File: src/rtl/core/assert_macros.svh
// Assertion macros shared by the whole_word_first_replace RTL.
`ifndef ASSERT_MACROS_SVH
`define ASSERT_MACROS_SVH

// Checks that an expression holds at every clock edge outside reset.
`define WWFR_ASSERT(label, expr, msg) \
  label: assert property (@(posedge clk) disable iff (rst) (expr)) \
    else $error(msg);

// Checks that a condition implies a consequence in the same cycle.
`define WWFR_ASSERT_IMP(label, ante, cons, msg) \
  label: assert property (@(posedge clk) disable iff (rst) (ante) |-> (cons)) \
    else $error(msg);

`endif

File: src/rtl/core/wwfr_pkg.sv
// Shared types, constants and helpers of the whole-word find and replace block.
package wwfr_pkg;

  localparam int MAX_TERM_DEF = 8;
  localparam int TERM_W       = 64;
  localparam int LEN_W        = 4;
  localparam int CFG_IDX_W    = 2;

  localparam logic [7:0] CHAR_SPACE = 8'h20;
  localparam logic [7:0] CHAR_NL    = 8'h0a;
  localparam logic [7:0] CHAR_NUL   = 8'h00;

  typedef enum logic [CFG_IDX_W-1:0] {
    REG_FIND_WORD    = 2'd0,
    REG_FIND_LEN     = 2'd1,
    REG_REPLACE_WORD = 2'd2,
    REG_REPLACE_LEN  = 2'd3
  } cfg_reg_t;

  typedef enum logic [2:0] {
    S_IDLE,
    S_EVAL,
    S_ECLOSE,
    S_FLUSH,
    S_REPL,
    S_TAIL,
    S_NULL
  } ctrl_state_t;

  typedef enum logic [1:0] {
    EMIT_STORE,
    EMIT_REPL,
    EMIT_CHAR,
    EMIT_NULL
  } emit_sel_t;

  typedef struct packed {
    logic      load_item;
    logic      store_char;
    logic      set_overlong;
    logic      clr_overlong;
    logic      clr_count;
    logic      set_replaced;
    logic      end_line;
    logic      idx_clr;
    logic      idx_inc;
    logic      emit;
    emit_sel_t emit_sel;
    logic      emit_last;
  } dp_cmd_t;

  typedef struct packed {
    logic char_ok;
    logic at_space;
    logic item_end;
    logic overlong;
    logic can_store;
    logic hit;
    logic count_zero;
    logic rlen_zero;
    logic flush_done;
    logic repl_done;
    logic out_free;
  } dp_status_t;

  // Byte i of a term word, first character in the lowest byte.
  function automatic logic [7:0] term_byte(input logic [TERM_W-1:0] word,
                                           input logic [2:0] i);
    term_byte = word[{i, 3'b000} +: 8];
  endfunction

endpackage

File: src/rtl/core/wwfr_if.sv
// Stream interfaces for the character input and the rewritten output.
interface wwfr_in_if;
  logic       valid;
  logic       ready;
  logic [7:0] in_char;
  logic       in_char_valid;
  logic       in_line_end;

  modport source (output valid, output in_char, output in_char_valid,
                  output in_line_end, input ready);
  modport sink (input valid, input in_char, input in_char_valid,
                input in_line_end, output ready);
endinterface

interface wwfr_out_if;
  logic       valid;
  logic       ready;
  logic [7:0] out_char;
  logic       out_char_valid;
  logic       out_line_last;

  modport source (output valid, output out_char, output out_char_valid,
                  output out_line_last, input ready);
  modport sink (input valid, input out_char, input out_char_valid,
                input out_line_last, output ready);
endinterface

File: src/rtl/core/wwfr_ctrl.sv
// Sequencer that steps one character transaction through its emission phases.
`include "assert_macros.svh"

module wwfr_ctrl import wwfr_pkg::*; (
  input  logic       clk,
  input  logic       rst,
  input  logic       in_valid,
  output logic       in_ready,
  input  dp_status_t st,
  output dp_cmd_t    cmd
);

  ctrl_state_t state, state_next;
  logic        tail_pend, tail_pend_next;
  logic        at_end, at_end_next;
  logic        close_emits;
  ctrl_state_t close_state;

  always_ff @(posedge clk) begin
    if (rst) begin
      state     <= S_IDLE;
      tail_pend <= 1'b0;
      at_end    <= 1'b0;
    end else begin
      state     <= state_next;
      tail_pend <= tail_pend_next;
      at_end    <= at_end_next;
    end
  end

  // A word close emits the replacement on a hit, else flushes the buffered word, when there is anything to emit.
  assign close_emits = st.hit ? !st.rlen_zero : !st.count_zero;
  assign close_state = st.hit ? S_REPL : S_FLUSH;

  always_comb begin
    state_next     = state;
    tail_pend_next = tail_pend;
    at_end_next    = at_end;
    cmd            = '0;
    in_ready       = 1'b0;
    case (state)
      S_IDLE: begin
        in_ready = 1'b1;
        if (in_valid) begin
          cmd.load_item = 1'b1;
          state_next    = S_EVAL;
        end
      end
      S_EVAL: begin
        if (st.char_ok) begin
          if (st.at_space) begin
            tail_pend_next   = 1'b1;
            at_end_next      = 1'b0;
            cmd.clr_overlong = 1'b1;
            if (st.hit) begin
              cmd.set_replaced = 1'b1;
              cmd.clr_count    = 1'b1;
            end
            if (close_emits) begin
              cmd.idx_clr = 1'b1;
              state_next  = close_state;
            end else begin
              state_next = S_TAIL;
            end
          end else if (st.overlong) begin
            state_next = S_TAIL;
          end else if (st.can_store) begin
            cmd.store_char = 1'b1;
            state_next     = st.item_end ? S_ECLOSE : S_IDLE;
          end else begin
            cmd.set_overlong = 1'b1;
            tail_pend_next   = 1'b1;
            at_end_next      = 1'b0;
            if (!st.count_zero) begin
              cmd.idx_clr = 1'b1;
              state_next  = S_FLUSH;
            end else begin
              state_next = S_TAIL;
            end
          end
        end else begin
          state_next = st.item_end ? S_ECLOSE : S_IDLE;
        end
      end
      S_ECLOSE: begin
        tail_pend_next   = 1'b0;
        at_end_next      = 1'b1;
        cmd.clr_overlong = 1'b1;
        if (st.hit) begin
          cmd.set_replaced = 1'b1;
          cmd.clr_count    = 1'b1;
        end
        if (close_emits) begin
          cmd.idx_clr = 1'b1;
          state_next  = close_state;
        end else begin
          state_next = S_NULL;
        end
      end
      S_FLUSH: begin
        if (st.out_free) begin
          cmd.emit      = 1'b1;
          cmd.emit_sel  = EMIT_STORE;
          cmd.emit_last = at_end && st.flush_done;
          cmd.idx_inc   = 1'b1;
          if (st.flush_done) begin
            // Before a tail only the count is cleared; the end of line clears it along with the rest of the word state.
            if (tail_pend) begin
              cmd.clr_count = 1'b1;
              state_next    = S_TAIL;
            end else begin
              cmd.end_line = 1'b1;
              state_next   = S_IDLE;
            end
          end
        end
      end
      S_REPL: begin
        if (st.out_free) begin
          cmd.emit      = 1'b1;
          cmd.emit_sel  = EMIT_REPL;
          cmd.emit_last = at_end && st.repl_done;
          cmd.idx_inc   = 1'b1;
          if (st.repl_done) begin
            if (tail_pend) begin
              state_next = S_TAIL;
            end else begin
              cmd.end_line = 1'b1;
              state_next   = S_IDLE;
            end
          end
        end
      end
      S_TAIL: begin
        if (st.out_free) begin
          cmd.emit      = 1'b1;
          cmd.emit_sel  = EMIT_CHAR;
          cmd.emit_last = st.item_end;
          cmd.end_line  = st.item_end;
          state_next    = S_IDLE;
        end
      end
      S_NULL: begin
        if (st.out_free) begin
          cmd.emit      = 1'b1;
          cmd.emit_sel  = EMIT_NULL;
          cmd.emit_last = 1'b1;
          cmd.end_line  = 1'b1;
          state_next    = S_IDLE;
        end
      end
      default: begin
        state_next = S_IDLE;
      end
    endcase
  end

  `WWFR_ASSERT_IMP(a_emit_needs_slot, cmd.emit, st.out_free, "emit without a free output slot")
  `WWFR_ASSERT(a_close_context, !(tail_pend && at_end), "tail and end-of-line close both pending")
  `WWFR_ASSERT_IMP(a_store_allowed, cmd.store_char, st.can_store, "store into a full word buffer")

endmodule

File: src/rtl/core/wwfr_datapath.sv
// Word buffer, term registers, match logic and output register.
`include "assert_macros.svh"

module wwfr_datapath import wwfr_pkg::*; #(
  parameter int MAX_TERM = MAX_TERM_DEF
) (
  input  logic                 clk,
  input  logic                 rst,
  input  logic                 cfg_write,
  input  logic [CFG_IDX_W-1:0] cfg_index,
  input  logic [TERM_W-1:0]    cfg_data,
  input  logic [7:0]           in_char,
  input  logic                 in_char_valid,
  input  logic                 in_line_end,
  input  logic                 out_ready,
  output logic                 out_valid,
  output logic [7:0]           out_char,
  output logic                 out_char_valid,
  output logic                 out_line_last,
  input  dp_cmd_t              cmd,
  output dp_status_t           st
);

  localparam int CNT_W = $clog2(MAX_TERM + 1);
  localparam int IDX_W = (MAX_TERM > 1) ? $clog2(MAX_TERM) : 1;

  logic [TERM_W-1:0] find_bytes, replace_word;
  logic [LEN_W-1:0]  find_len, replace_len;

  logic [7:0]        item_char;
  logic              item_ok;
  logic              item_end;

  logic [7:0]        store [MAX_TERM];
  logic [CNT_W-1:0]  count;
  logic              overlong;
  logic              replaced;
  logic [IDX_W-1:0]  idx;

  logic [CNT_W-1:0]  flen_eff, rlen_eff, idx_plus;
  logic              bytes_eq;
  logic [7:0]        emit_char;
  logic              emit_valid;

  // Configuration registers.
  always_ff @(posedge clk) begin
    if (rst) begin
      find_bytes   <= '0;
      find_len     <= LEN_W'(1);
      replace_word <= '0;
      replace_len  <= '0;
    end else if (cfg_write) begin
      case (cfg_index)
        REG_FIND_WORD:    find_bytes   <= cfg_data;
        REG_FIND_LEN:     find_len     <= cfg_data[LEN_W-1:0];
        REG_REPLACE_WORD: replace_word <= cfg_data;
        REG_REPLACE_LEN:  replace_len  <= cfg_data[LEN_W-1:0];
        default: ;
      endcase
    end
  end

  // Lengths above the buffer depth saturate to it.
  assign flen_eff = (find_len > LEN_W'(MAX_TERM)) ? CNT_W'(MAX_TERM) : CNT_W'(find_len);
  assign rlen_eff = (replace_len > LEN_W'(MAX_TERM)) ? CNT_W'(MAX_TERM)
                                                     : CNT_W'(replace_len);

  always_ff @(posedge clk) begin
    if (cmd.load_item) begin
      item_char <= in_char;
      item_ok   <= in_char_valid && !(in_line_end && in_char == CHAR_NL);
      item_end  <= in_line_end;
    end
  end

  always_ff @(posedge clk) begin
    if (cmd.store_char) begin
      store[count[IDX_W-1:0]] <= item_char;
    end
  end

  always_ff @(posedge clk) begin
    if (rst) begin
      count    <= '0;
      overlong <= 1'b0;
      replaced <= 1'b0;
    end else begin
      if (cmd.store_char) begin
        count <= count + CNT_W'(1);
      end
      if (cmd.clr_count) begin
        count <= '0;
      end
      if (cmd.set_overlong) begin
        overlong <= 1'b1;
      end
      if (cmd.clr_overlong) begin
        overlong <= 1'b0;
      end
      if (cmd.set_replaced) begin
        replaced <= 1'b1;
      end
      if (cmd.end_line) begin
        count    <= '0;
        overlong <= 1'b0;
        replaced <= 1'b0;
      end
    end
  end

  always_ff @(posedge clk) begin
    if (cmd.idx_clr) begin
      idx <= '0;
    end else if (cmd.idx_inc) begin
      idx <= idx + IDX_W'(1);
    end
  end

  // Whole-word compare against the find term.
  always_comb begin
    bytes_eq = 1'b1;
    for (int i = 0; i < MAX_TERM; i++) begin
      if (CNT_W'(i) < flen_eff && store[i] != term_byte(find_bytes, 3'(i))) begin
        bytes_eq = 1'b0;
      end
    end
  end

  assign idx_plus = CNT_W'(idx) + CNT_W'(1);

  always_comb begin
    st.char_ok    = item_ok;
    st.at_space   = item_char == CHAR_SPACE;
    st.item_end   = item_end;
    st.overlong   = overlong;
    st.can_store  = count < flen_eff;
    st.hit        = !overlong && !replaced && flen_eff != '0 && count == flen_eff && bytes_eq;
    st.count_zero = count == '0;
    st.rlen_zero  = rlen_eff == '0;
    st.flush_done = idx_plus == count;
    st.repl_done  = idx_plus == rlen_eff;
    st.out_free   = !out_valid || out_ready;
  end

  always_comb begin
    emit_char  = CHAR_NUL;
    emit_valid = 1'b1;
    case (cmd.emit_sel)
      EMIT_STORE: emit_char = store[idx];
      EMIT_REPL:  emit_char = term_byte(replace_word, 3'(idx));
      EMIT_CHAR:  emit_char = item_char;
      EMIT_NULL:  emit_valid = 1'b0;
      default:    emit_valid = 1'b0;
    endcase
  end

  always_ff @(posedge clk) begin
    if (rst) begin
      out_valid <= 1'b0;
    end else if (cmd.emit) begin
      out_valid <= 1'b1;
    end else if (out_ready) begin
      out_valid <= 1'b0;
    end
  end

  always_ff @(posedge clk) begin
    if (cmd.emit) begin
      out_char       <= emit_char;
      out_char_valid <= emit_valid;
      out_line_last  <= cmd.emit_last;
    end
  end

  `WWFR_ASSERT_IMP(a_null_is_last, out_valid && !out_char_valid, out_line_last, "empty result not last")
  `WWFR_ASSERT(a_count_bound, count <= CNT_W'(MAX_TERM), "word count beyond buffer depth")

endmodule

File: src/rtl/core/whole_word_first_replace.sv
// Top level of the whole-word, first-occurrence find and replace block.
//
//  Channel      Role        Transaction
//  line_chars   sink        one character, its valid flag and end-of-line flag
//  line_result  source      one rewritten character, its valid flag and last flag
//  cfg_*        write port  one register write: cfg_index selects, cfg_data holds value
//
// A character transaction is accepted in S_IDLE and evaluated in S_EVAL, then
// emits its results; an end-of-line transaction whose character is buffered,
// empty or a dropped newline also passes through S_ECLOSE for the word compare.
// A space, or the first character past the find length, can release up to nine
// results from the word buffer or replace term, one per cycle when not stalled.
// The synchronous reset clears the sequencer, the word state, the output register
// and the configuration registers; there is no clearing pass. When line_result
// stalls, the output register holds its result and the sequencer waits on it.
`include "assert_macros.svh"

module whole_word_first_replace import wwfr_pkg::*; #(
  parameter int MAX_TERM = MAX_TERM_DEF
) (
  input  logic                 clk,
  input  logic                 rst,
  wwfr_in_if.sink              line_chars,
  wwfr_out_if.source           line_result,
  input  logic                 cfg_write,
  input  logic [CFG_IDX_W-1:0] cfg_index,
  input  logic [TERM_W-1:0]    cfg_data
);

  // The sequencer and the datapath talk only through these two structs.
  dp_cmd_t    cmd;
  dp_status_t st;

  // Input is taken only while the sequencer is idle; the output register
  // decouples it, so the next character can be accepted while the previous
  // transaction's final result still waits on line_result.
  wwfr_ctrl u_ctrl (
    .clk      (clk),
    .rst      (rst),
    .in_valid (line_chars.valid),
    .in_ready (line_chars.ready),
    .st       (st),
    .cmd      (cmd)
  );

  // The datapath owns the word buffer, the find and replace terms, the
  // whole-word compare and the registered output slot.
  wwfr_datapath #(
    .MAX_TERM (MAX_TERM)
  ) u_datapath (
    .clk            (clk),
    .rst            (rst),
    .cfg_write      (cfg_write),
    .cfg_index      (cfg_index),
    .cfg_data       (cfg_data),
    .in_char        (line_chars.in_char),
    .in_char_valid  (line_chars.in_char_valid),
    .in_line_end    (line_chars.in_line_end),
    .out_ready      (line_result.ready),
    .out_valid      (line_result.valid),
    .out_char       (line_result.out_char),
    .out_char_valid (line_result.out_char_valid),
    .out_line_last  (line_result.out_line_last),
    .cmd            (cmd),
    .st             (st)
  );

  // An input transaction is only ever taken while no emission is in flight.
  `WWFR_ASSERT_IMP(a_accept_quiet, line_chars.valid && line_chars.ready, !cmd.emit, "input taken during emission")

endmodule
File: src/flat_wrapper.sv
// flat-port wrapper written by rule: the top's interface ports become plain ports
module whole_word_first_replace_flat import wwfr_pkg::*;
#(
  parameter int MAX_TERM = MAX_TERM_DEF
)
  (clk, rst, cfg_write, cfg_index, cfg_data, line_chars_valid, line_chars_in_char, line_chars_in_char_valid, line_chars_in_line_end, line_chars_ready, line_result_valid, line_result_out_char, line_result_out_char_valid, line_result_out_line_last, line_result_ready);
  wwfr_in_if line_chars_i ();
  wwfr_out_if line_result_i ();
  input  logic clk;
  input  logic rst;
  input  logic cfg_write;
  input  logic [CFG_IDX_W-1:0] cfg_index;
  input  logic [TERM_W-1:0] cfg_data;
  input wire logic [$bits(line_chars_i.valid)-1:0] line_chars_valid;
  input wire logic [$bits(line_chars_i.in_char)-1:0] line_chars_in_char;
  input wire logic [$bits(line_chars_i.in_char_valid)-1:0] line_chars_in_char_valid;
  input wire logic [$bits(line_chars_i.in_line_end)-1:0] line_chars_in_line_end;
  output wire logic [$bits(line_chars_i.ready)-1:0] line_chars_ready;
  output wire logic [$bits(line_result_i.valid)-1:0] line_result_valid;
  output wire logic [$bits(line_result_i.out_char)-1:0] line_result_out_char;
  output wire logic [$bits(line_result_i.out_char_valid)-1:0] line_result_out_char_valid;
  output wire logic [$bits(line_result_i.out_line_last)-1:0] line_result_out_line_last;
  input wire logic [$bits(line_result_i.ready)-1:0] line_result_ready;
  assign line_chars_i.valid = line_chars_valid;
  assign line_chars_i.in_char = line_chars_in_char;
  assign line_chars_i.in_char_valid = line_chars_in_char_valid;
  assign line_chars_i.in_line_end = line_chars_in_line_end;
  assign line_chars_ready = line_chars_i.ready;
  assign line_result_valid = line_result_i.valid;
  assign line_result_out_char = line_result_i.out_char;
  assign line_result_out_char_valid = line_result_i.out_char_valid;
  assign line_result_out_line_last = line_result_i.out_line_last;
  assign line_result_i.ready = line_result_ready;
  whole_word_first_replace #(.MAX_TERM(MAX_TERM)) u_core (.clk(clk), .rst(rst), .line_chars(line_chars_i), .line_result(line_result_i), .cfg_write(cfg_write), .cfg_index(cfg_index), .cfg_data(cfg_data));
endmodule
File: config.mk
export PLATFORM = sky130hd
export DESIGN_NAME = whole_word_first_replace_flat
export DESIGN_NICKNAME = d
export VERILOG_FILES = /design/src/rtl/core/wwfr_pkg.sv /design/src/rtl/core/wwfr_if.sv /design/src/rtl/core/wwfr_ctrl.sv /design/src/rtl/core/wwfr_datapath.sv /design/src/rtl/core/whole_word_first_replace.sv /design/src/flat_wrapper.sv
export VERILOG_INCLUDE_DIRS = /design/src /design/src/rtl/core
export SDC_FILE = /design/constraint.sdc
export NUM_CORES = 1
export LEC_CHECK = 0
export ABC_AREA = 1
export BUFFER_PORTS_ARGS = -buffer_cell sky130_fd_sc_hd__buf_2
export CAP_MARGIN = 20
export CELL_PAD_IN_SITES_DETAIL_PLACEMENT = 2
export CELL_PAD_IN_SITES_GLOBAL_PLACEMENT = 2
export CORE_MARGIN = 2
export CORE_UTILIZATION = 36
export DETAILED_ROUTE_END_ITERATION = 16
export GPL_TIMING_DRIVEN = 1
export PLACE_DENSITY = 0.83
export SKIP_CTS_REPAIR_TIMING = 1
export SLEW_MARGIN = 0
export SYNTH_ARGS = -nofsm -noshare
export SYNTH_HDL_FRONTEND = slang
export SYNTH_HIERARCHICAL = 1
export SYNTH_SLANG_ARGS = --single-unit
export TNS_END_PERCENT = 100
File: constraint.sdc
create_clock -name clk -period 3.9 [get_ports clk]
set_clock_uncertainty 0.05 [all_clocks]
set_input_delay 0.78 -clock clk [delete_from_list [all_inputs] [get_ports clk]]
set_output_delay 0.78 -clock clk [all_outputs]
set_load 0.02 [all_outputs]
==> results of run 1 <==
==> logic make-up after synthesis <==
logic type / Yosys count / share of synthesized area [%]
adder cells (fa/ha/maj): 6 / 0.687
buffers and inverters: 182 / 7.41
AO/OA/AOI/OAI: 323 / 16.0
AND/OR/NAND/NOR: 578 / 21.1
flip-flops: 238 / 51.3
XOR/XNOR: 43 / 3.51
==> worst max-delay path: cells and delay by family (launching register included) <==
| family | cells | cell delay, ns |
|---|---|---|
| buffers and inverters | 3 | 0.43 |
| AO/OA/AOI/OAI | 4 | 0.70 |
| AND/OR/NAND/NOR | 5 | 1.54 |
| flip-flops | 1 | 0.32 |
| adder cells (fa/ha/maj) | 1 | 0.29 |
==> flip-flops by register name, summed over array words and instances, names as in the netlist, named ones only <==
register                          cells
u_core/u_datapath/find_len            4
u_core/u_datapath/replace_word       64
u_core/u_datapath/out_valid           1
u_core/u_datapath/item_ok             1
u_core/u_datapath/item_end            1
u_core/u_datapath/count               4
u_core/u_datapath/store              64
u_core/u_datapath/item_char           8
u_core/u_datapath/replace_len         4
u_core/u_ctrl/tail_pend               1
u_core/u_datapath/out_line_last       1
u_core/u_datapath/idx                 3
u_core/u_datapath/find_bytes         64
u_core/u_datapath/out_char_valid      1
u_core/u_datapath/out_char            8
u_core/u_ctrl/state                   3
u_core/u_ctrl/at_end                  1
u_core/u_datapath/replaced            1
u_core/u_datapath/overlong            1
==> synthesized netlist by cell type (2+ instances only) <==
master,count
buf_4,9
edfxtp_1,84
nor2_1,338
clkbuf_1,26
nand2_1,178
nor2_2,2
nor4_1,3
o211ai_1,9
or2_2,2
clkinv_1,2
inv_2,6
a21oi_1,65
xor2_1,6
o22ai_1,11
a211oi_1,2
dfxtp_1,154
buf_2,20
nor3_1,6
a21oi_2,2
clkbuf_2,2
nor2_4,3
inv_1,107
nand4_1,5
o221ai_1,18
ha_1,6
nand3_1,31
o21ai_0,202
o21ai_1,10
nand2_2,5
buf_6,8
xnor2_1,36
==> routing by layer <==
metal	GRT usage, %	wire [microns]	vias up
li1	-	-	4684
met1	37.5	19500	5209
met2	49.5	22100	291
met3	4.69	2600	74
met4	8.20	1090	0
met5	0	0	-
==> power by group <==
group | switching (W) | internal (W) | total (W)
logic | 0.00158 | 0.000620 | 0.00220
clock network | 0.00108 | 0.00154 | 0.00263
registers | 0.000248 | 0.00286 | 0.00311
==> worst paths after layout <==
| kind | start | to | slack [ns] | cells after the start |
|---|---|---|---|---|
| setup reg to reg | u_core/u_datapath/find_len[0]$_SDFFE_PP1P_ | u_core/u_datapath/store[2][2]$_DFFE_PP_ | 0.18 | 13 |
| hold / removal | line_chars_in_char[3] | u_core/u_datapath/item_char[3]$_DFFE_PP_ | 0.39 | 1 |
| hold reg to reg | u_core/u_datapath/replace_word[48]$_SDFFE_PP0P_ | u_core/u_datapath/replace_word[48]$_SDFFE_PP0P_ | 0.42 | 2 |
| setup / recovery | u_core/u_datapath/find_len[0]$_SDFFE_PP1P_ | u_core/u_datapath/store[2][2]$_DFFE_PP_ | 0.18 | 13 |
==> placed cells by master, fill, tap and decap left out, types with 9 or more instances in the layout <==
| cell type | netlist | layout |
|---|---|---|
| o21ai_0 | 202 | 202 |
| o21ai_1 | 10 | 10 |
| dfxtp_1 | 154 | 154 |
| o211ai_1 | 9 | 9 |
| clkbuf_1 | 26 | 12 |
| buf_2 | 20 | 92 |
| xnor2_1 | 36 | 36 |
| clkbuf_16 | 0 | 29 |
| nand3_1 | 31 | 31 |
| buf_4 | 9 | 24 |
| edfxtp_1 | 84 | 84 |
| nand2_1 | 178 | 178 |
| nor2_1 | 338 | 335 |
| o221ai_1 | 18 | 18 |
| a21oi_1 | 65 | 65 |
| inv_1 | 107 | 107 |
| o22ai_1 | 11 | 11 |
==> cell type report <==
type                            count  area share [%]
Sequential cell                   238            44.4
Multi-Input combinational cell    950            35.8
Clock buffer                       47            6.76
Timing Repair Buffer              117            5.23
Tap cell                          390            3.86
Inverter                          116            3.49
Clock inverter                      5           0.406
Antenna cell                        2          0.0396
==> metrics by stage <==
stage	util (%)	area (sq um)	setup TNS, ns	total power (W)
final	42.4	12600	0	0.00793
after global routing	42.4	12600	-1.23	0.00824
after CTS	42.3	12600	0	0.00792
after floorplan	-	10900	0	0.00439
after global placement	39.3	11700	0	0.00514
after detailed placement	39.3	11700	0	0.00524
==> summary.txt, run 1 <==
Die X -> 178 microns
Crit-path slowest cell -> nor2_1
total number of yosys warnings -> 6
syn nets -> 1,457
Pre-antenna DRT Iters -> 5
post-DP HPWL -> 32.3 mm
GP Congestion -> 0.907
Post-Layout Cell Count -> 1,865
Post-Place Cells -> 1,811
Yosys reg bits -> 238
Yosys top cell area share -> 28.2%
ys async rst share -> 0%
Min Clock Period, post-route -> 3.72 ns
CP Launch Type -> register
synthesized instance count -> 1,370
Routed wire per std cell -> 24.3 microns
antenna violations before repair -> 1
outcome -> finished, final reports clean
Clk Tree Root Cell -> clkbuf_16
syn_area_per_cell -> 7.98 sq um
hold_ws -> 0.390 ns
Residual DRC -> 0
Yosys top cell by area -> dfxtp_1
Die ar. -> 31,800 sq um
I/O Pins -> 93
Slew @ Worst Pin -> 0.915 ns
leak pwr -> 5.17 nW
H-tree levels -> 1
maximum number of pins on one net before global-route repair -> 76
HP Class -> in -> reg
Cell Pwr Density -> 628 nW/um^2
WS Path Type -> reg -> reg
# rows -> 63
WP data required -> 4.02 ns
Syn-to-layout area delta -> 15.5%
die height -> 178 microns
register area -> 5610 sq um
clock buffer depth -> 3
worst IR drop on VDD -> 0.345 mV
unrepaired setup endpoints after global routing -> yes
EDFF count, synth -> 84
worst setup margin -> 0.182 ns
Post-Syn Area -> 10,900 sq um
Worst path max stage delay -> 0.61 ns
CP endpoint kind -> register
max_cap viols -> 0
Critical Path Fanout Max -> 8
CTS tree -> built
top post-synthesis cells by area -> dfxtp_1 (28%), edfxtp_1 (23%), nor2_1 (12%)
setup violators final -> 0
worst skew pair latency -> 0.57 ns
fillers -> 3,437
buffers added on ports -> 92
Arrival @ worst endpoint -> 3.84 ns
layout cells sized above 1 -> 12.6%
vias in the first global route -> 11,039
GRT Resource Usage Total -> 28.9%
Post-DRT Antenna Nets -> 0
CTS buffer count -> 28
fin crit share -> 95.3%
Via Count -> 10,258
CORE AREA -> 29,800 sq um
Max Freq -> 0.269 GHz
Cell variety after synth -> 43
clock sink count -> 238
Slew HR -> 38.5%
multi-input logic area -> 4520 sq um
first-pass GRT wire length -> 68.4 mm
vias per cell -> 5.50
Initial DRC Count -> 863
final WL -> 45.3 mm
fin. max-slew vios -> 0
Clock transition at path regs -> 0.06 ns
main flop type after synthesis -> dfxtp_1
initial core utilization -> 36.7%
final hold violations -> 0
Final #Nets -> 1,538
register area share after synthesis -> 51.3%
worst path cell trace -> inv_1, nand3_1, a21oi_1, inv_1, ha_1, o21ai_0, a21oi_1, a211oi_1, buf_4, nand2_1, nor2_1, nand2_1, nor2_1
Overflow after GRT -> 0
pre-CTS setup slack -> 0.466 ns
No activity file was read; power rests on OpenSTA's default activity.
==> run 2: changes to the inputs <==
--- a/config.mk
+++ b/config.mk
@@ -13,6 +13,7 @@
 export CELL_PAD_IN_SITES_GLOBAL_PLACEMENT = 2
 export CORE_MARGIN = 2
 export CORE_UTILIZATION = 36
+export CTS_BUF_LIST = sky130_fd_sc_hd__clkbuf_16
 export DETAILED_ROUTE_END_ITERATION = 16
 export GPL_TIMING_DRIVEN = 1
 export PLACE_DENSITY = 0.83
==> constraint.sdc (replaced) <==
create_clock -name clk -period 3.9 [get_ports clk]
set_clock_uncertainty 0.05 [all_clocks]
set_input_delay 0.78 -clock clk [delete_from_list [all_inputs] [get_ports clk]]
set_output_delay 0.78 -clock clk [all_outputs]
set_load 0.005 [all_outputs]
==> run 2 against run 1 <==
Effect of this change: design area is 0.48% lower; fmax is 3.3% higher; global-route usage is 0.42 points lower; clock power is 7% lower; combinational power is 3% lower; register-to-register slack better by 0.12 ns; critical endpoint is now u_core/u_datapath/store[0][2]$_DFFE_PP_; largest cell class unchanged.
==> summary.txt, run 2 (same netlist as run 1, synthesis figures left out) <==
outcome -> finished, final reports clean
register area -> 5610 sq um (unchanged)
Die ar. -> 31,800 sq um (unchanged)
Final Cell Area -> 12,600 sq um (-0.48%)
H-tree levels -> 1 (unchanged)
multi-input logic area -> 4520 sq um (unchanged)
commonest non-fill, non-tap cells in the layout -> nor2_1 (335), o21ai_0 (202), nand2_1 (178)
fin crit share -> 92.3% (-3.0 points)
Comb power frac -> 27.8% (about the same)
Int Pwr -> 0.00487 W (-3.0%)
unrepaired setup endpoints after global routing -> yes
fin. max-slew vios -> 0 (unchanged)
initial core utilization -> 36.7% (unchanged)
Initial DRC Count -> 688 (-20%)
max_cap viols -> 0 (unchanged)
CTS tree -> built
Pre-antenna DRT Iters -> 5 (unchanged)
Clock power frac -> 31.9% (-1.2 points)
sequential share of power -> 40.3% (+1.2 points)
Overflow after GRT -> 0 (unchanged)
setup TNS -> 0 ns (unchanged)
setup violators final -> 0 (unchanged)
worst reg-to-reg setup slack -> 0.30 ns (+0.12 ns)
Sw Ratio -> 36.7% (-0.056 points)
I/O Pins -> 93 (unchanged)
worst setup margin -> 0.299 ns (+0.117 ns)
Post-DRT Antenna Nets -> 0 (unchanged)
HP Class -> in -> reg
vias in the first global route -> 10,889 (-1.4%)
Clock transition at path regs -> 0.06 ns (about the same)
Via Count -> 10,213 (-0.44%)
hold_ws -> 0.392 ns (+0.00180 ns)
commonest non-fill, non-tap cell in the layout -> nor2_1
final WL -> 44.4 mm (-1.9%)
worst IR drop on VDD -> 0.344 mV (-0.25%)
clock buffer depth -> 3 (unchanged)
Clk Tree Root Cell -> clkbuf_16
Critical Path Fanout Max -> 8 (unchanged)
Die X -> 178 microns (unchanged)
maximum number of pins on one net before global-route repair -> 76 (unchanged)
Residual DRC -> 0 (unchanged)
Slew @ Worst Pin -> 0.941 ns (+0.0259 ns)
Sw Pwr -> 0.00282 W (-3.2%)
antenna violations before repair -> 1 (unchanged)
Cell Pwr Density -> 612 nW/um^2 (-2.6%)
clock sink count -> 238 (unchanged)
Slew HR -> 36.6% (-1.9 points)
# rows -> 63 (unchanged)
WS Path Type -> reg -> reg
r2r startpoint -> u_core/u_datapath/find_len[0]$_SDFFE_PP1P_
pre-CTS setup slack -> 0.466 ns (unchanged)
fillers -> 3,432 (-0.15%)
layout cells sized above 1 -> 12.2% (-0.41 points)
worst r2r path cells -> 13 (unchanged)
CTS buffer count -> 28 (unchanged)
final hold violations -> 0 (unchanged)
HP Start -> line_chars_in_char[3]
Routed wire per std cell -> 23.8 microns (-1.9%)
Arrival @ worst endpoint -> 3.72 ns (-0.12 ns)
Min Clock Period, post-route -> 3.60 ns (-0.117 ns)
Max Freq -> 0.278 GHz (+3.3%)
CP Launch Type -> register
post-DP HPWL -> 32.3 mm (unchanged)
Syn-to-layout area delta -> 15.0%
worst r2r dst -> u_core/u_datapath/store[0][2]$_DFFE_PP_
WP data required -> 4.02 ns (about the same)
leak pwr -> 5.19 nW (+0.31%)
GRT Resource Usage Total -> 28.4% (-0.42 points)
Finished Core Util -> 42.2% (-0.20 points)
Post-DP Area -> 11,700 sq um (unchanged)
first-pass GRT wire length -> 67.3 mm (-1.7%)
CP endpoint kind -> register
GP Congestion -> 0.907 (unchanged)
CORE AREA -> 29,800 sq um (unchanged)
buffers added on ports -> 92 (unchanged)
Final #Nets -> 1,538 (unchanged)
WHS Path Cells -> 1 (unchanged)
die height -> 178 microns (unchanged)
vias per cell -> 5.48 (-0.44%)
Hold Path End -> u_core/u_datapath/item_char[3]$_DFFE_PP_
worst skew pair latency -> 0.56 ns (about the same)
run 2: cell type report:
class | count | area share (%)
Tap cell | 390 | 3.88
Multi-Input combinational cell | 950 | 36.0
Sequential cell | 238 | 44.6
Inverter | 116 | 3.50
Clock buffer | 29 | 5.78
Timing Repair Buffer | 117 | 5.26
Antenna cell | 2 | 0.0398
Clock inverter | 23 | 0.946
run 2: routing by layer:
layer  vias to the layer above  global-route usage [%]  routed length, microns
met1                      5123                    36.8                   18900
met5                         -                       0                       0
met2                       323                    48.2                   21300
li1                       4689                       -                       -
met3                        78                    5.03                    3000
met4                         0                    9.21                    1310
run 2: worst max-delay path by stage:
stage | slack [ns] | endpoint | cells past startpoint | startpoint
finish | 0.30 | u_core/u_datapath/store[0][2]$_DFFE_PP_ | 13 | u_core/u_datapath/find_len[0]$_SDFFE_PP1P_
global route | -0.12 | u_core/u_datapath/store[2][2]$_DFFE_PP_ | 13 | u_core/u_datapath/find_len[0]$_SDFFE_PP1P_
CTS | 0.30 | u_core/u_datapath/store[0][7]$_DFFE_PP_ | 13 | u_core/u_datapath/find_len[0]$_SDFFE_PP1P_
detailed placement | 0.47 | u_core/u_datapath/store[5][3]$_DFFE_PP_ | 13 | u_core/u_datapath/find_len[2]$_SDFFE_PP0P_
global placement | 0.53 | u_core/u_datapath/store[7][4]$_DFFE_PP_ | 13 | u_core/u_datapath/find_len[1]$_SDFFE_PP0P_
floorplan | 0.93 | u_core/u_datapath/store[7][0]$_DFFE_PP_ | 12 | u_core/u_datapath/find_len[2]$_SDFFE_PP0P_
run 2: power groups by stage:
stage | logic, W | registers [W] | clock network [W]
final | 0.00213 | 0.00310 | 0.00245
after detailed placement | 0.00205 | 0.00314 | 0
after global routing | 0.00231 | 0.00312 | 0.00258
after global placement | 0.00196 | 0.00314 | 0
after floorplan | 0.00133 | 0.00301 | 0
after CTS | 0.00211 | 0.00309 | 0.00248
run 2: worst max-delay path, cell delays in order (launching register included):
cell      delay [ns]
dfxtp_1         0.32
inv_1           0.13
nand3_1         0.09
a21oi_1         0.24
inv_1           0.11
ha_1            0.29
o21ai_0         0.12
a21oi_1         0.11
a211oi_1        0.20
buf_4           0.18
nand2_1         0.07
nor2_1          0.40
nand2_1         0.32
nor2_1          0.60
run 2: metrics by stage:
step	std cells	total power, W
global placement	1811	0.00509
CTS	1863	0.00769
detailed placement	1811	0.00519
global route	1863	0.00801
floorplan	1370	0.00434
finish	1865	0.00769
==> run 3: changes to the inputs <==
--- a/config.mk
+++ b/config.mk
@@ -16,7 +16,8 @@
 export CTS_BUF_LIST = sky130_fd_sc_hd__clkbuf_16
 export DETAILED_ROUTE_END_ITERATION = 16
 export GPL_TIMING_DRIVEN = 1
-export PLACE_DENSITY = 0.83
+export PLACE_DENSITY = 0.8
+export RECOVER_POWER = 100
 export SKIP_CTS_REPAIR_TIMING = 1
 export SLEW_MARGIN = 0
 export SYNTH_ARGS = -nofsm -noshare
==> run 3 against run 2 <==
Effect of this change: cell count shrank 0.16%; the run now ends with max-capacitance violations, max-slew violations left; routed wire length down 0.98%; sequential power about the same; critical path type unchanged; utilization barely moved; register-to-register slack got worse by 0.04 ns; critical path depth is the same; die area did not move; via count is 1.3% lower; clock power up 11%; worst setup slack worse by 0.036 ns; sequential share of layout area barely moved; hold slack improved by 0.015 ns; highest routed layer unchanged.
==> summary.txt, run 3 (same netlist as run 1, synthesis figures left out) <==
fillers -> 3,442 (+0.29%)
final hold violations -> 0 (unchanged)
r2r startpoint -> u_core/u_datapath/find_len[2]$_SDFFE_PP0P_
buffers added on ports -> 92 (unchanged)
worst IR drop on VDD -> 0.362 mV (+5.4%)
Residual DRC -> 0 (unchanged)
Cell Pwr Density -> 627 nW/um^2 (+2.5%)
maximum number of pins on one net before global-route repair -> 63 (-17%)
GRT Resource Usage Total -> 28.3% (-0.11 points)
worst skew pair latency -> 0.56 ns (about the same)
Clock transition at path regs -> 0.06 ns (about the same)
Worst setup startpoint -> u_core/u_datapath/find_len[2]$_SDFFE_PP0P_
max_cap viols -> 2 (+2)
WS Path Type -> reg -> reg
WP data required -> 4.04 ns (+0.02 ns)
Post-DP Area -> 11,700 sq um (-0.23%)
initial core utilization -> 36.7% (unchanged)
HP Start -> cfg_data[61]
Min Clock Period, post-route -> 3.64 ns (+0.0361 ns)
register area -> 5610 sq um (unchanged)
Critical Path Fanout Max -> 8 (unchanged)
leak pwr -> 5.11 nW (-1.5%)
Die ar. -> 31,800 sq um (unchanged)
fin. max-slew vios -> 98 (+98)
Final #Nets -> 1,536 (-0.13%)
Slew HR -> -32.2% (-69 points)
Pre-antenna DRT Iters -> 5 (unchanged)
vias in the first global route -> 10,892 (+0.028%)
H-tree levels -> 1 (unchanged)
setup violators final -> 0 (unchanged)
Syn-to-layout area delta -> 14.9% (about the same)
vias per cell -> 5.42 (-1.1%)
violations in the final reports -> max-capacitance violations, max-slew violations
final WL -> 44.0 mm (-0.98%)
Overflow after GRT -> 0 (unchanged)
clock buffer depth -> 3 (unchanged)
outcome -> complete, but fails checks
CTS tree -> built
hold_ws -> 0.407 ns (+0.0145 ns)
first-pass GRT wire length -> 66.8 mm (-0.78%)
fin crit share -> 93.3% (+0.93 points)
multi-input logic area -> 4510 sq um (-0.19%)
# rows -> 63 (unchanged)
post-DP HPWL -> 32.4 mm (+0.19%)
Clk Tree Root Cell -> clkbuf_16
unrepaired setup endpoints after global routing -> yes
Via Count -> 10,083 (-1.3%)
HP Class -> in -> reg
layout cells sized above 1 -> 10.5% (-1.7 points)
die height -> 178 microns (unchanged)
Initial DRC Count -> 703 (+2.2%)
commonest non-fill, non-tap cells in the layout -> nor2_1 (335), o21ai_0 (209), nand2_1 (178)
antenna violations before repair -> 1 (unchanged)
Post-DRT Antenna Nets -> 0 (unchanged)
Die X -> 178 microns (unchanged)
Routed wire per std cell -> 23.6 microns (-0.82%)
I/O Pins -> 93 (unchanged)
CP endpoint kind -> register
CP Launch Type -> register
CTS buffer count -> 28 (unchanged)
Max Freq -> 0.275 GHz (-0.99%)
clock sink count -> 238 (unchanged)
CORE AREA -> 29,800 sq um (unchanged)
GP Congestion -> 0.865 (-4.7%)
commonest non-fill, non-tap cell in the layout -> nor2_1
Arrival @ worst endpoint -> 3.78 ns (+0.06 ns)
Slew @ Worst Pin -> 1.98 ns (+1.04 ns)
Final Cell Area -> 12,600 sq um (about the same)
## run 3: cell count changes in the layout (fill, tap and decap cells not counted), moves of 2 or more
cell | before | now
o21ai_1 | 10 | 3
buf_2 | 92 | 75
clkinv_1 | 8 | 6
inv_1 | 119 | 114
clkbuf_1 | 0 | 29
o21ai_0 | 202 | 209
inv_2 | 7 | 5
bufinv_16 | 1 | 4
clkinv_2 | 2 | 7
buf_4 | 24 | 11
## run 3: metrics by stage
step,setup TNS [ns],cells,util (%),total power (W),worst slack (ns)
after detailed placement,0,1809,39.2,0.00520,0.329
after global placement,0,1809,39.2,0.00511,0.460
after CTS,0,1861,42.4,0.00794,0.162
after floorplan,0,1370,-,0.00434,0.926
final,0,1862,42.1,0.00788,0.263
after global routing,-2.13,1861,42.1,0.00823,-0.103
## run 3: report_power, final
part / switching [W] / internal (W) / total, W
registers: 0.000233 / 0.00286 / 0.00309
logic: 0.00149 / 0.000587 / 0.00207
clock network: 0.00110 / 0.00161 / 0.00271
## run 3: area by class of cell
class | count | area share [%]
flip-flops and latches | 238 | 44.6
repair buffers | 115 | 4.51
clock buffers | 29 | 5.78
well taps | 390 | 3.89
diodes | 1 | 0.0199
multi-input cells | 950 | 35.9
clock inverters | 23 | 1.76
inverters | 116 | 3.47
## run 3: routing by layer
| metal | GRT usage (%) | up-vias | share of wire, % |
|---|---|---|---|
| met2 | 46.9 | 280 | 47 |
| met5 | 0 | - | 0 |
| met4 | 11.0 | 0 | 3.7 |
| met1 | 36.7 | 5048 | 43 |
| li1 | - | 4669 | - |
| met3 | 5.35 | 86 | 6.3 |
## run 3: worst paths after layout
kind                                                     end  slack, ns  depth (start not counted)
max reg2reg          u_core/u_datapath/store[6][2]$_DFFE_PP_       0.26                         13
min          u_core/u_datapath/replace_word[61]$_SDFFE_PP0P_       0.41                          3
max                  u_core/u_datapath/store[6][2]$_DFFE_PP_       0.26                         13
min reg2reg                u_core/u_ctrl/at_end$_SDFFE_PP0P_       0.42                          2
## run 3: worst max-delay path: stages, from the launching register on
cell      delay (ns)
dfxtp_1         0.34
inv_1           0.10
nand3_1         0.09
a21oi_1         0.22
inv_1           0.08
ha_1            0.26
o21ai_0         0.15
a21oi_1         0.12
a211oi_1        0.26
buf_4           0.20
nand2_1         0.07
nor2_1          0.39
nand2_1         0.31
nor2_1          0.63
